## src/hw/rtl/sha_pkg.sv

```systemverilog
package sha_pkg;

   typedef enum logic {
      OP_ABSORB = 1'b0,
      OP_FINISH = 1'b1
   } sha_op_type;

   typedef enum logic [1:0] {
      CORE_IDLE,
      CORE_ROUND,
      CORE_ADD
   } sha_core_state_type;

   typedef enum logic [1:0] {
      TOP_IDLE,
      TOP_PAD,
      TOP_HASH,
      TOP_EMIT
   } sha_top_state_type;

   localparam int unsigned ROUNDS     = 64;
   localparam int unsigned BLOCK_BITS = 512;
   localparam logic [7:0]  PAD_BYTE   = 8'h80;
   localparam logic [5:0]  LEN_POS    = 6'd56;
   localparam logic [5:0]  FILL_LAST  = 6'd63;
   localparam logic [5:0]  ROUND_LAST = 6'd63;
   localparam logic [2:0]  WORD_LAST  = 3'd7;

   localparam logic [31:0] IV_WORDS [8] = '{
      32'h6a09e667, 32'hbb67ae85, 32'h3c6ef372, 32'ha54ff53a,
      32'h510e527f, 32'h9b05688c, 32'h1f83d9ab, 32'h5be0cd19
   };

   localparam logic [31:0] ROUND_K [64] = '{
      32'h428a2f98, 32'h71374491, 32'hb5c0fbcf, 32'he9b5dba5,
      32'h3956c25b, 32'h59f111f1, 32'h923f82a4, 32'hab1c5ed5,
      32'hd807aa98, 32'h12835b01, 32'h243185be, 32'h550c7dc3,
      32'h72be5d74, 32'h80deb1fe, 32'h9bdc06a7, 32'hc19bf174,
      32'he49b69c1, 32'hefbe4786, 32'h0fc19dc6, 32'h240ca1cc,
      32'h2de92c6f, 32'h4a7484aa, 32'h5cb0a9dc, 32'h76f988da,
      32'h983e5152, 32'ha831c66d, 32'hb00327c8, 32'hbf597fc7,
      32'hc6e00bf3, 32'hd5a79147, 32'h06ca6351, 32'h14292967,
      32'h27b70a85, 32'h2e1b2138, 32'h4d2c6dfc, 32'h53380d13,
      32'h650a7354, 32'h766a0abb, 32'h81c2c92e, 32'h92722c85,
      32'ha2bfe8a1, 32'ha81a664b, 32'hc24b8b70, 32'hc76c51a3,
      32'hd192e819, 32'hd6990624, 32'hf40e3585, 32'h106aa070,
      32'h19a4c116, 32'h1e376c08, 32'h2748774c, 32'h34b0bcb5,
      32'h391c0cb3, 32'h4ed8aa4a, 32'h5b9cca4f, 32'h682e6ff3,
      32'h748f82ee, 32'h78a5636f, 32'h84c87814, 32'h8cc70208,
      32'h90befffa, 32'ha4506ceb, 32'hbef9a3f7, 32'hc67178f2
   };

   // control from the message sequencer to the compression core
   typedef struct packed {
      logic        shift;       // push one byte into the block window
      logic [7:0]  shift_byte;
      logic        load_len;    // append the 64-bit length after 56 bytes
      logic [63:0] len_bits;
      logic        start;       // begin a 64-round compression
      logic        init;        // chain back to the initial hash
      logic [2:0]  word_sel;
   } sha_cmd_type;

   typedef struct packed {
      logic idle;
      logic done;
   } sha_stat_type;

   function automatic logic [31:0] rotr(input logic [31:0] x, input logic [4:0] n);
      logic [63:0] d;
      d = {x, x} >> n;
      return d[31:0];
   endfunction

   function automatic logic [31:0] big_s0(input logic [31:0] x);
      return rotr(x, 5'd2) ^ rotr(x, 5'd13) ^ rotr(x, 5'd22);
   endfunction

   function automatic logic [31:0] big_s1(input logic [31:0] x);
      return rotr(x, 5'd6) ^ rotr(x, 5'd11) ^ rotr(x, 5'd25);
   endfunction

   function automatic logic [31:0] small_s0(input logic [31:0] x);
      return rotr(x, 5'd7) ^ rotr(x, 5'd18) ^ (x >> 3);
   endfunction

   function automatic logic [31:0] small_s1(input logic [31:0] x);
      return rotr(x, 5'd17) ^ rotr(x, 5'd19) ^ (x >> 10);
   endfunction

endpackage

```

## src/hw/rtl/sha_if.sv

```systemverilog
interface sha_req_if;
   logic       valid;
   logic       ready;
   logic       opcode;
   logic [7:0] data_byte;

   modport source (output valid, output opcode, output data_byte, input ready);
   modport sink (input valid, input opcode, input data_byte, output ready);
endinterface

interface sha_rsp_if;
   logic        valid;
   logic        ready;
   logic [31:0] digest_word;
   logic [2:0]  word_index;
   logic        last;

   modport source (output valid, output digest_word, output word_index, output last,
                   input ready);
   modport sink (input valid, input digest_word, input word_index, input last,
                 output ready);
endinterface

```

## src/hw/rtl/sha_core.sv

```systemverilog
module sha_core import sha_pkg::*; (
   input  logic         clock,
   input  logic         reset,
   input  sha_cmd_type  cmd,
   output sha_stat_type stat,
   output logic [31:0]  digest_word
);

   sha_core_state_type state_ff, state_in;
   logic [5:0]            round_ff, round_in;
   logic [BLOCK_BITS-1:0] window_ff, window_in;
   logic [31:0]           var_ff [8];
   logic [31:0]           var_next [8];
   logic [31:0]           chain_ff [8];

   logic [31:0] t1, t2, ch, mj, w_cur, w_new;

   // window word j sits at the top for j = 0; oldest word first
   function automatic logic [31:0] win_word(input logic [BLOCK_BITS-1:0] w,
                                            input int unsigned j);
      return w[BLOCK_BITS-1-32*j -: 32];
   endfunction

   // one round of the shared datapath
   always_comb begin
      w_cur = win_word(window_ff, 0);
      w_new = win_word(window_ff, 0) + small_s0(win_word(window_ff, 1))
            + win_word(window_ff, 9) + small_s1(win_word(window_ff, 14));
      ch = (var_ff[4] & var_ff[5]) ^ (~var_ff[4] & var_ff[6]);
      mj = (var_ff[0] & var_ff[1]) ^ (var_ff[0] & var_ff[2]) ^ (var_ff[1] & var_ff[2]);
      t1 = var_ff[7] + big_s1(var_ff[4]) + ch + ROUND_K[round_ff] + w_cur;
      t2 = big_s0(var_ff[0]) + mj;
      var_next[0] = t1 + t2;
      var_next[1] = var_ff[0];
      var_next[2] = var_ff[1];
      var_next[3] = var_ff[2];
      var_next[4] = var_ff[3] + t1;
      var_next[5] = var_ff[4];
      var_next[6] = var_ff[5];
      var_next[7] = var_ff[6];
   end

   always_comb begin
      state_in = state_ff;
      case (state_ff)
         CORE_IDLE: begin
            if (cmd.start) state_in = CORE_ROUND;
         end
         CORE_ROUND: begin
            if (round_ff == ROUND_LAST) state_in = CORE_ADD;
         end
         CORE_ADD: state_in = CORE_IDLE;
         default: state_in = CORE_IDLE;
      endcase
   end

   always_comb begin
      stat.idle = (state_ff == CORE_IDLE);
      stat.done = (state_ff == CORE_ADD);
      round_in  = (state_ff == CORE_ROUND) ? round_ff + 6'd1 : 6'd0;
      if (state_ff == CORE_ROUND) begin
         window_in = {window_ff[BLOCK_BITS-33:0], w_new};
      end else if (cmd.load_len) begin
         window_in = {window_ff[BLOCK_BITS-65:0], cmd.len_bits};
      end else if (cmd.shift) begin
         window_in = {window_ff[BLOCK_BITS-9:0], cmd.shift_byte};
      end else begin
         window_in = window_ff;
      end
      digest_word = chain_ff[cmd.word_sel];
   end

   always_ff @(posedge clock) begin
      if (reset) begin
         state_ff <= CORE_IDLE;
         round_ff <= 6'd0;
      end else begin
         state_ff <= state_in;
         round_ff <= round_in;
      end
   end

   always_ff @(posedge clock) begin
      window_ff <= window_in;
      for (int i = 0; i < 8; i++) begin
         if (state_ff == CORE_IDLE && cmd.start) begin
            var_ff[i] <= chain_ff[i];
         end else if (state_ff == CORE_ROUND) begin
            var_ff[i] <= var_next[i];
         end
      end
   end

   always_ff @(posedge clock) begin
      for (int i = 0; i < 8; i++) begin
         if (reset || cmd.init) begin
            chain_ff[i] <= IV_WORDS[i];
         end else if (state_ff == CORE_ADD) begin
            chain_ff[i] <= chain_ff[i] + var_ff[i];
         end
      end
   end

   assert property (@(posedge clock) disable iff (reset)
      (state_ff == CORE_ADD) |-> ($past(round_ff) == ROUND_LAST))
      else $error("chain update without a full round sweep");

   assert property (@(posedge clock) disable iff (reset)
      (state_ff == CORE_ROUND) |-> !cmd.shift && !cmd.load_len && !cmd.init)
      else $error("window or chain disturbed during compression");

endmodule

```

## src/hw/rtl/sha256_stream_hasher.sv

```systemverilog
// SHA-256 over a byte stream.
// req_chan carries one item per message byte (opcode absorb) or a finish item
// that closes the message. rsp_chan returns eight digest words per finish,
// word_index 0 first, last set on word 7. Absorb items give no result.
// Absorb: an absorb is taken while the block is idle; the 64th byte of a block
// starts a compression on the round unit, one round per cycle, 64 rounds
// then the chain add, and ready stays low until the compression is done.
// Finish: padding bytes go into the block window one per cycle while no
// compression runs (up to 56 per block), the length fills the last eight
// bytes, then the closing compression follows, one or two compressions in all.
// Reset: synchronous; chain goes to the initial hash, counts clear, the
// block starts a fresh message. No clearing pass.
// Receiver stall: digest words are held on rsp_chan until taken; req_chan
// stays not ready until the eighth word is taken, then the next message
// starts from the initial state.
module sha256_stream_hasher import sha_pkg::*; (
   input  logic      clock,
   input  logic      reset,
   sha_req_if.sink   req_chan,
   sha_rsp_if.source rsp_chan
);

   sha_top_state_type state_ff, state_in;
   logic [5:0]  fill_ff, fill_in;        // bytes in the current block
   logic [63:0] count_ff, count_in;      // message bytes, wraps
   logic        final_ff, final_in;      // this compression closes the message
   logic        ret_pad_ff, ret_pad_in;  // padding continues after compression
   logic [2:0]  idx_ff, idx_in;

   sha_cmd_type  cmd;
   sha_stat_type stat;
   logic [31:0]  core_word;
   logic         req_take, rsp_take;

   sha_core u_core (
      .clock       (clock),
      .reset       (reset),
      .cmd         (cmd),
      .stat        (stat),
      .digest_word (core_word)
   );

   assign req_take = req_chan.valid && req_chan.ready;
   assign rsp_take = rsp_chan.valid && rsp_chan.ready;

   // next state
   always_comb begin
      state_in = state_ff;
      case (state_ff)
         TOP_IDLE: begin
            if (req_take) begin
               if (fill_ff == FILL_LAST) begin
                  state_in = TOP_HASH;
               end else if (req_chan.opcode == OP_FINISH) begin
                  state_in = TOP_PAD;
               end
            end
         end
         TOP_PAD: begin
            if (fill_ff == LEN_POS || fill_ff == FILL_LAST) state_in = TOP_HASH;
         end
         TOP_HASH: begin
            if (stat.done) begin
               if (final_ff) state_in = TOP_EMIT;
               else if (ret_pad_ff) state_in = TOP_PAD;
               else state_in = TOP_IDLE;
            end
         end
         TOP_EMIT: begin
            if (rsp_take && idx_ff == WORD_LAST) state_in = TOP_IDLE;
         end
         default: state_in = TOP_IDLE;
      endcase
   end

   // outputs, core commands and counters
   always_comb begin
      req_chan.ready = (state_ff == TOP_IDLE);
      rsp_chan.valid = (state_ff == TOP_EMIT);
      rsp_chan.digest_word = core_word;
      rsp_chan.word_index  = idx_ff;
      rsp_chan.last        = (idx_ff == WORD_LAST);

      cmd            = '0;
      cmd.len_bits   = {count_ff[60:0], 3'b000};
      cmd.word_sel   = idx_ff;
      fill_in        = fill_ff;
      count_in       = count_ff;
      final_in       = final_ff;
      ret_pad_in     = ret_pad_ff;
      idx_in         = idx_ff;

      case (state_ff)
         TOP_IDLE: begin
            if (req_take) begin
               cmd.shift = 1'b1;
               fill_in   = fill_ff + 6'd1;
               if (req_chan.opcode == OP_FINISH) begin
                  cmd.shift_byte = PAD_BYTE;
                  ret_pad_in     = 1'b1;
               end else begin
                  cmd.shift_byte = req_chan.data_byte;
                  count_in       = count_ff + 64'd1;
                  ret_pad_in     = 1'b0;
               end
               final_in  = 1'b0;
               cmd.start = (fill_ff == FILL_LAST);
            end
         end
         TOP_PAD: begin
            if (fill_ff == LEN_POS) begin
               // length fills the last eight bytes of the block
               cmd.load_len = 1'b1;
               cmd.start    = 1'b1;
               final_in     = 1'b1;
               fill_in      = 6'd0;
            end else begin
               cmd.shift      = 1'b1;
               cmd.shift_byte = 8'h00;
               fill_in        = fill_ff + 6'd1;
               cmd.start      = (fill_ff == FILL_LAST);
            end
         end
         TOP_HASH: begin
            idx_in = 3'd0;
         end
         TOP_EMIT: begin
            if (rsp_take) begin
               idx_in = idx_ff + 3'd1;
               if (idx_ff == WORD_LAST) begin
                  cmd.init   = 1'b1;
                  fill_in    = 6'd0;
                  count_in   = 64'd0;
                  final_in   = 1'b0;
                  ret_pad_in = 1'b0;
               end
            end
         end
         default: begin
            fill_in = fill_ff;
         end
      endcase
   end

   always_ff @(posedge clock) begin
      if (reset) begin
         state_ff   <= TOP_IDLE;
         fill_ff    <= 6'd0;
         count_ff   <= 64'd0;
         final_ff   <= 1'b0;
         ret_pad_ff <= 1'b0;
         idx_ff     <= 3'd0;
      end else begin
         state_ff   <= state_in;
         fill_ff    <= fill_in;
         count_ff   <= count_in;
         final_ff   <= final_in;
         ret_pad_ff <= ret_pad_in;
         idx_ff     <= idx_in;
      end
   end

   assert property (@(posedge clock) disable iff (reset)
      cmd.start |-> stat.idle)
      else $error("compression started while the core is busy");

   assert property (@(posedge clock) disable iff (reset)
      stat.done |-> (state_ff == TOP_HASH))
      else $error("compression finished outside the hash wait");

   assert property (@(posedge clock) disable iff (reset)
      (rsp_take && idx_ff == WORD_LAST) |=> (fill_ff == 6'd0 && count_ff == 64'd0))
      else $error("message state not cleared after the digest");

   assert property (@(posedge clock) disable iff (reset)
      (state_ff == TOP_EMIT) |-> final_ff)
      else $error("digest emitted without the closing block");

endmodule

```

## src/flat_wrapper.sv

```systemverilog
// flat-port wrapper written by rule: the top's interface ports become plain ports
module sha256_stream_hasher_flat import sha_pkg::*;
  (clock, reset, req_chan_valid, req_chan_opcode, req_chan_data_byte, req_chan_ready, rsp_chan_valid, rsp_chan_digest_word, rsp_chan_word_index, rsp_chan_last, rsp_chan_ready);
  sha_req_if req_chan_i ();
  sha_rsp_if rsp_chan_i ();
  input  logic clock;
  input  logic reset;
  input wire logic [$bits(req_chan_i.valid)-1:0] req_chan_valid;
  input wire logic [$bits(req_chan_i.opcode)-1:0] req_chan_opcode;
  input wire logic [$bits(req_chan_i.data_byte)-1:0] req_chan_data_byte;
  output wire logic [$bits(req_chan_i.ready)-1:0] req_chan_ready;
  output wire logic [$bits(rsp_chan_i.valid)-1:0] rsp_chan_valid;
  output wire logic [$bits(rsp_chan_i.digest_word)-1:0] rsp_chan_digest_word;
  output wire logic [$bits(rsp_chan_i.word_index)-1:0] rsp_chan_word_index;
  output wire logic [$bits(rsp_chan_i.last)-1:0] rsp_chan_last;
  input wire logic [$bits(rsp_chan_i.ready)-1:0] rsp_chan_ready;
  assign req_chan_i.valid = req_chan_valid;
  assign req_chan_i.opcode = req_chan_opcode;
  assign req_chan_i.data_byte = req_chan_data_byte;
  assign req_chan_ready = req_chan_i.ready;
  assign rsp_chan_valid = rsp_chan_i.valid;
  assign rsp_chan_digest_word = rsp_chan_i.digest_word;
  assign rsp_chan_word_index = rsp_chan_i.word_index;
  assign rsp_chan_last = rsp_chan_i.last;
  assign rsp_chan_i.ready = rsp_chan_ready;
  sha256_stream_hasher u_core (.clock(clock), .reset(reset), .req_chan(req_chan_i), .rsp_chan(rsp_chan_i));
endmodule
```

## config.mk

```make
export PLATFORM = sky130hd
export DESIGN_NAME = sha256_stream_hasher_flat
export DESIGN_NICKNAME = d
export VERILOG_FILES = /design/src/hw/rtl/sha_pkg.sv /design/src/hw/rtl/sha_if.sv /design/src/hw/rtl/sha_core.sv /design/src/hw/rtl/sha256_stream_hasher.sv /design/src/flat_wrapper.sv
export SDC_FILE = /design/constraint.sdc
export NUM_CORES = 2
export LEC_CHECK = 0
export BUFFER_PORTS_ARGS = -buffer_cell sky130_fd_sc_hd__buf_2
export CAP_MARGIN = 25
export CELL_PAD_IN_SITES_DETAIL_PLACEMENT = 1
export CELL_PAD_IN_SITES_GLOBAL_PLACEMENT = 2
export CORE_ASPECT_RATIO = 0.6
export CORE_MARGIN = 2
export CORE_UTILIZATION = 45
export DETAILED_ROUTE_END_ITERATION = 16
export HOLD_SLACK_MARGIN = 0.06
export PLACE_DENSITY = 0.84
export SYNTH_ARGS = -nofsm -noshare
export SYNTH_HDL_FRONTEND = slang
export SYNTH_SLANG_ARGS = --single-unit
```

## constraint.sdc

```tcl
create_clock -name clock -period 82.2 [get_ports clock]
set_input_delay 4.11 -clock clock [delete_from_list [all_inputs] [get_ports clock]]
set_output_delay 4.11 -clock clock [all_outputs]
set_load 0.1 [all_outputs]
```

# ---- Word level (Yosys, flattened, before mapping)
# Memories as Yosys holds them, arrays and structs flattened. A register that Yosys moved wholly into a read port is not among the register bits.
# Index checks and enable logic that the tools add are counted.
# W data, S select, Z words.
dict set report totals {
  in_bits 13
  n_memories 3
  rom_bits 2048
  latchBits 0
  wordCells 187
  regBits 597
  ramBits 512
}
# name words width rd rd_ports_with_merged_regs wr line
set mem_list {}
lappend mem_list {{(no name shown)} 64 32 1 0 0 sha_core.sv:31} ;# t1 = var_ff[7] + big_s1(var_ff[4]) + ch + ROUND_K[round_ff] + w_cur;
lappend mem_list {u_core.u_core.chain_ff 8 32 9 1 8 sha_core.sv:14} ;# logic [31:0] chain_ff [8];
lappend mem_list {u_core.u_core.var_ff 8 32 8 0 8 sha_core.sv:12} ;# logic [31:0] var_ff [8];
dict set report classes {
  muxes 77
  n_bitwise 35
  n_eq_ne 20
  multipliers 0
  addsub 22
  order_cmp 1
  shift 0
  n_reduce_logical 20
  div 0
}
# operator count
set op_table {}
lappend op_table {{$mux W512} 3}
lappend op_table {{$add A32 B32 Y32} 18}
lappend op_table {{$mux W32} 18}
lappend op_table {{$xor A32 B32 Y32} 9}
lappend op_table {{$mux W64} 4}
lappend op_table {{$and A32 B32 Y32} 5}
lappend op_table {{$pmux W64 S2} 1}
lappend op_table {{$add A64 B1 Y64 const B} 1}
lappend op_table {{$not A32 Y32} 1}
lappend op_table {{$xor A32 B22 Y32} 1}
lappend op_table {{$xor A32 B29 Y32} 1}
lappend op_table {{$mux W1} 24}
lappend op_table {{$mux W6} 4}
lappend op_table {{$eq A6 B6 Y1 const B} 3}
lappend op_table {{$mux W2} 9}
lappend op_table {{$mux W9} 2}
lappend op_table {{$ne A2 B2 Y1 const B} 9}
lappend op_table {{$pmux W6 S3} 1}
lappend op_table {{$pmux W9 S2} 1}
lappend op_table {{$or A1 B1 Y1} 16}
lappend op_table {{$reduce_and A5 Y1} 3}
lappend op_table {{$add A6 B1 Y6 const B} 2}
lappend op_table {{$mux W3} 3}
lappend op_table {{$mux W8} 1}
lappend op_table {{other kinds (22)} 35}

# ---- Logic depth before layout (Yosys ltp)
# An unclocked memory read counts as a cell.
dict set report logic_depth {
  ltp_word 9
  ltp_mapped 42
  ltp_nobuf 41
}

# ---- Cells and area by module
# A second synthesis with hierarchy kept.
dict set report hier_totals {
  cells_unflattened 8134
  hier_area_um2 78982.0
}
# mod instances cells_per_inst seq_area_each_um2 area_each_um2
set modules_own_cells {}
lappend modules_own_cells {sha_core 1 7687 30909.6 75255.9}
lappend modules_own_cells {sha256_stream_hasher 1 447 1481.4 3726.1}

# ---- Least setup slack after synthesis
# Ideal clock, no wire load.
dict set report synth_timing {
  path_kind {in2reg}
  start {in req_chan_valid}
  end {reg u_core.u_core.window_ff[0], enable pin}
  cell_stages 2
  setup_ns 2.096
  t_arrival_ns 39.748
  path_slack_ns 40.356
  n_path_buf 0
  required_ns 80.104
  path_cell_list {nor2_1 o21ai_0}
}
dict set report synth_between {
  elab_chain_cells 4
}
# item line
set synth_rtl {}
lappend synth_rtl {{from (decl)} flat_wrapper.sv:8} ;# input wire logic [$bits(req_chan_i.valid)-1:0] req_chan_valid;
lappend synth_rtl {{$logic_and A1 B1 Y1} sha256_stream_hasher.sv:43} ;# assign req_take = req_chan.valid && req_chan.ready;
lappend synth_rtl {{$mux W9} sha256_stream_hasher.sv:95} ;# if (req_take) begin
lappend synth_rtl {{$pmux W9 S2} sha256_stream_hasher.sv:93} ;# case (state_ff)
lappend synth_rtl {{$reduce_bool A3 Y1 (no source line)} -}
lappend synth_rtl {{to (signal assigned)} sha_core.sv:84} ;# window_ff <= window_in;
lappend synth_rtl {{to (decl)} sha_core.sv:11} ;# logic [BLOCK_BITS-1:0] window_ff, window_in;
# No other way between the ends.
# A chain may end at the register's enable or synchronous reset.

==> metrics.md <==
| Metric | Value |
|---|---|
| Required @ worst endpoint | between 80 and 90 ns |
| Post-Syn Area per Cell | 9.11 um^2 |
| Run status | completed |
| Mapped Area | 77800 um^2 |
| DRC violations left | 0 |
| DR vias/cell | between 6 and 7 |
| Chip Height | 326 um |
| Die footprint | 176000 um^2 |
| Clock network fraction of design power | 22.6% |
| # H-tree levels | 3 |
| Clk Latency, worst-skew pair | roughly 0.79 ns |
| RSZ-0062 raised after global routing | false |
| Synth cell count leaders | 1967 x nand2_1, 1024 x edfxtp_1, 862 x nor2_1 |
| Overall power | 2.42 mW |
| Worst path max stage delay | 0.65 ns |
| Hold Violations, Final | 0 |
| CP endpoint kind | flop |
| Final wirelength | 299000 um |
| Power share of the combinational group | a little under half |
| Clock Tree Root | clkbuf_16 |
| Lkg Pwr | 32.5 nW |
| Setup slack at placement | around 72 ns |
| Synth area leaders | edfxtp_1 40%, nand2_1 9.5%, ha_1 6.4%, fa_1 5.0%, a31oi_1 4.3% |
| Post-CTS Hold Fix Bufs | 0 |
| Largest net degree at the start of global routing | around 170 |
| GRT Resource Usage Total | 33.2% |
| Drt first pass iters | 6 |
| CTS tree | built |
| Sw Ratio | 41.8% |
| Top-area cell type share of the netlist area | about two fifths |
| Clk pin slew, worst setup/hold paths | 0.07 ns |
| Io pins | a little over 50 |
| Gpl congestion | 0.976 |
| Setup_tns | 0 ns |
| Slew @ Worst Pin | 1.14 ns |
| Detailed Place HPWL | approximately 220000 um |
| Peak supply drop | 0.0419 mV |
| Peak fanout along the critical path | 15 |
| Clock skew | 0.0435 ns |
| Cell internal pwr | 1.41 mW |
| Area leader, netlist | edfxtp_1 |
| Ys flop type | edfxtp_1 |
| Vias in the first global route | ~63000 |
| TritonCTS Sinks | around 1100 |
| Resized cells post-CTS | 0 |
| Pwr dens | 28.9 nW/um^2 |
| Most frequent CP cell | a21o_1 |
| Final Cell Area | 83800 um^2 |
| Slew Limit Fails | 0 |
| Switching pwr | a little over 1 mW |
| Number of synthesized flops with an enable pin | 1024 |
| Initial DRC Count | 8490 |
| Register area share after synthesis | 41.7% |
| Die W | 541 um |
| First-pass GRT wire length | 436000 um |
| Rows | 118 |
| Setup bufs post-CTS | 0 |
| Fill count | around 20000 |
| Fmax | 94.9 MHz |
| Most frequent cell after synthesis | nand2_1 |
| Critical Path AT | 11.02 ns |
| Flop pwr share | 31.6% |
| Via count | roughly 66000 |
| WL per Instance | 27.9 um |
| Synth Warn # | 0 |
| Antenna Violating Nets Remaining | 0 |
| Final setup fails | 0 |
| GRT overflow | 0 |
| Fin crit period | 10.54 ns |
| Placed standard-cell area | 79900 um^2 |
| Async SR Flop Fraction | 0% |
| Longest Clk Path Bufs | 3 |
| Unique masters post-synth | 95 |
| Area grow syn2layout | 7.75% |
| Startpoint Class | flop |
| CTS Buf Count | 115 |
| Relative slew slack | 23.3% |
| Initial antenna violation count | 9 |
| WS Path Type | reg -> reg |
| MaxCap Viol Count | 0 |
| Final Net Count | 8903 |
| Initial Util | 45.2% |
| Hold slack | roughly 0.5 ns |
| Net Count, Synth | between 9000 and 10000 |
| Worst Hold Class | reg -> reg |
| Fin crit share | 12.8% |
| IO buf count | 50 |
| CP max-delay cell | nor2_1 |
| Flops & latches, synth | 1109 |
| Layout cells sized above 1 | under 10% |
| CORE AREA | 172000 um^2 |
| Fin worst setup slack | between 70 and 80 ns |
| Mapped Cells | 8534 |
## per-layer routing
| metal | wire length (um) | share of wire, % | GRT usage [%] |
|---|---|---|---|
| met5 | 217 | 0.073 | 0.822 |
| met2 | 107000 | 36 | 40.4 |
| met3 | 35200 | 12 | 9.96 |
| met1 | 152000 | 51 | 56.0 |
| met4 | 3950 | 1.3 | 4.79 |
## cells by family after synthesis
family                   share of synthesized area (%)
adder cells (fa/ha/maj)                           11.4
multiplexers                                      3.16
flip-flops                                        41.7
AO/OA/AOI/OAI                                     14.4
AND/OR/NAND/NOR                                   17.9
XOR/XNOR                                          6.97
buffers and inverters                             4.46
## power groups by stage
stage	clock network (mW)	registers (mW)	logic (mW)
floorplan	0	0.771	0.781
global placement	0	0.770	1.04
detailed placement	0	0.771	1.07
CTS	0.553	0.760	1.08
global route	0.571	0.769	1.20
finish	0.546	0.765	1.11
## layout make-up
| class | instances | area (um^2) | area share (%) |
|---|---|---|---|
| repair buffers | 168 | 1320 | 1.58 |
| clock buffers | 147 | 3070 | 3.66 |
| multi-input cells | 6507 | 41900 | 50.0 |
| inverters | 399 | 1500 | 1.79 |
| flip-flops and latches | 1109 | 32500 | 38.8 |
| clock inverters | 71 | 642 | 0.766 |
| well taps | 2280 | 2850 | 3.41 |
| diodes | 3 | 7.51 | 0.00896 |
## per-stage QoR
stage	utilization, %	std cells
floorplan	-	8534
global placement	46.4	10449
detailed placement	46.4	10454
CTS	48.6	10672
global route	48.7	10681
finish	48.7	10684
## final timing paths
path | slack [ns] | from | depth (start not counted) | end
setup / recovery | 71.66 | u_core.u_core.round_ff[1] | 36 | u_core.u_core.var_ff[1][31]
hold / removal | 0.50 | u_core.fill_ff[1] | 2 | u_core.fill_ff[1]
setup reg to reg | 71.66 | u_core.u_core.round_ff[1] | 36 | u_core.u_core.var_ff[1][31]
hold reg to reg | 0.50 | u_core.fill_ff[1] | 2 | u_core.fill_ff[1]
## state kept, by name, indices dropped and copies added, names as in the netlist, named ones only
| register | cells |
|---|---|
| u_core.u_core.round_ff | 6 |
| u_core.final_ff | 1 |
| u_core.ret_pad_ff | 1 |
| u_core.u_core.window_ff | 512 |
| u_core.rsp_chan.word_index | 3 |
| u_core.u_core.chain_ff | 256 |
| u_core.state_ff | 2 |
| u_core.fill_ff | 6 |
| u_core.count_ff | 61 |
| u_core.u_core.state_ff | 2 |
| u_core.u_core.var_ff | 256 |
## critical path: cells and delay by family (launching register included)
kind / cells / cell delay (ns)
and+or+nand+nor: 6 / 1.74
adders and majority gates: 6 / 2.57
xor gates and xnor gates: 3 / 0.59
buffers and inverters: 5 / 1.04
AOI/OAI and AO/OA: 16 / 3.95
DFF: 1 / 0.31
## cells in the final DEF, fill, tap and decap left out, types with 36 or more instances in the layout
cell type	instances
xnor2_1	366
o21ai_1	39
a21oi_1	346
o21ai_0	314
nand2b_1	59
edfxtp_1	1024
mux2i_1	41
buf_2	53
dfxtp_1	79
fa_1	195
nor2_1	859
buf_4	101
mux4_2	73
clkbuf_16	115
inv_1	395
a31oi_1	536
nand4_1	36
o21a_1	49
mux2_2	36
or3_1	42
xor2_1	250
nor3_1	100
ha_1	395
a21o_1	190
nand3_1	114
a211oi_1	37
and3_1	51
o21bai_1	50
nand2_1	1966
nor2b_1	53
Note: power is estimated with default switching activity, not from simulation.
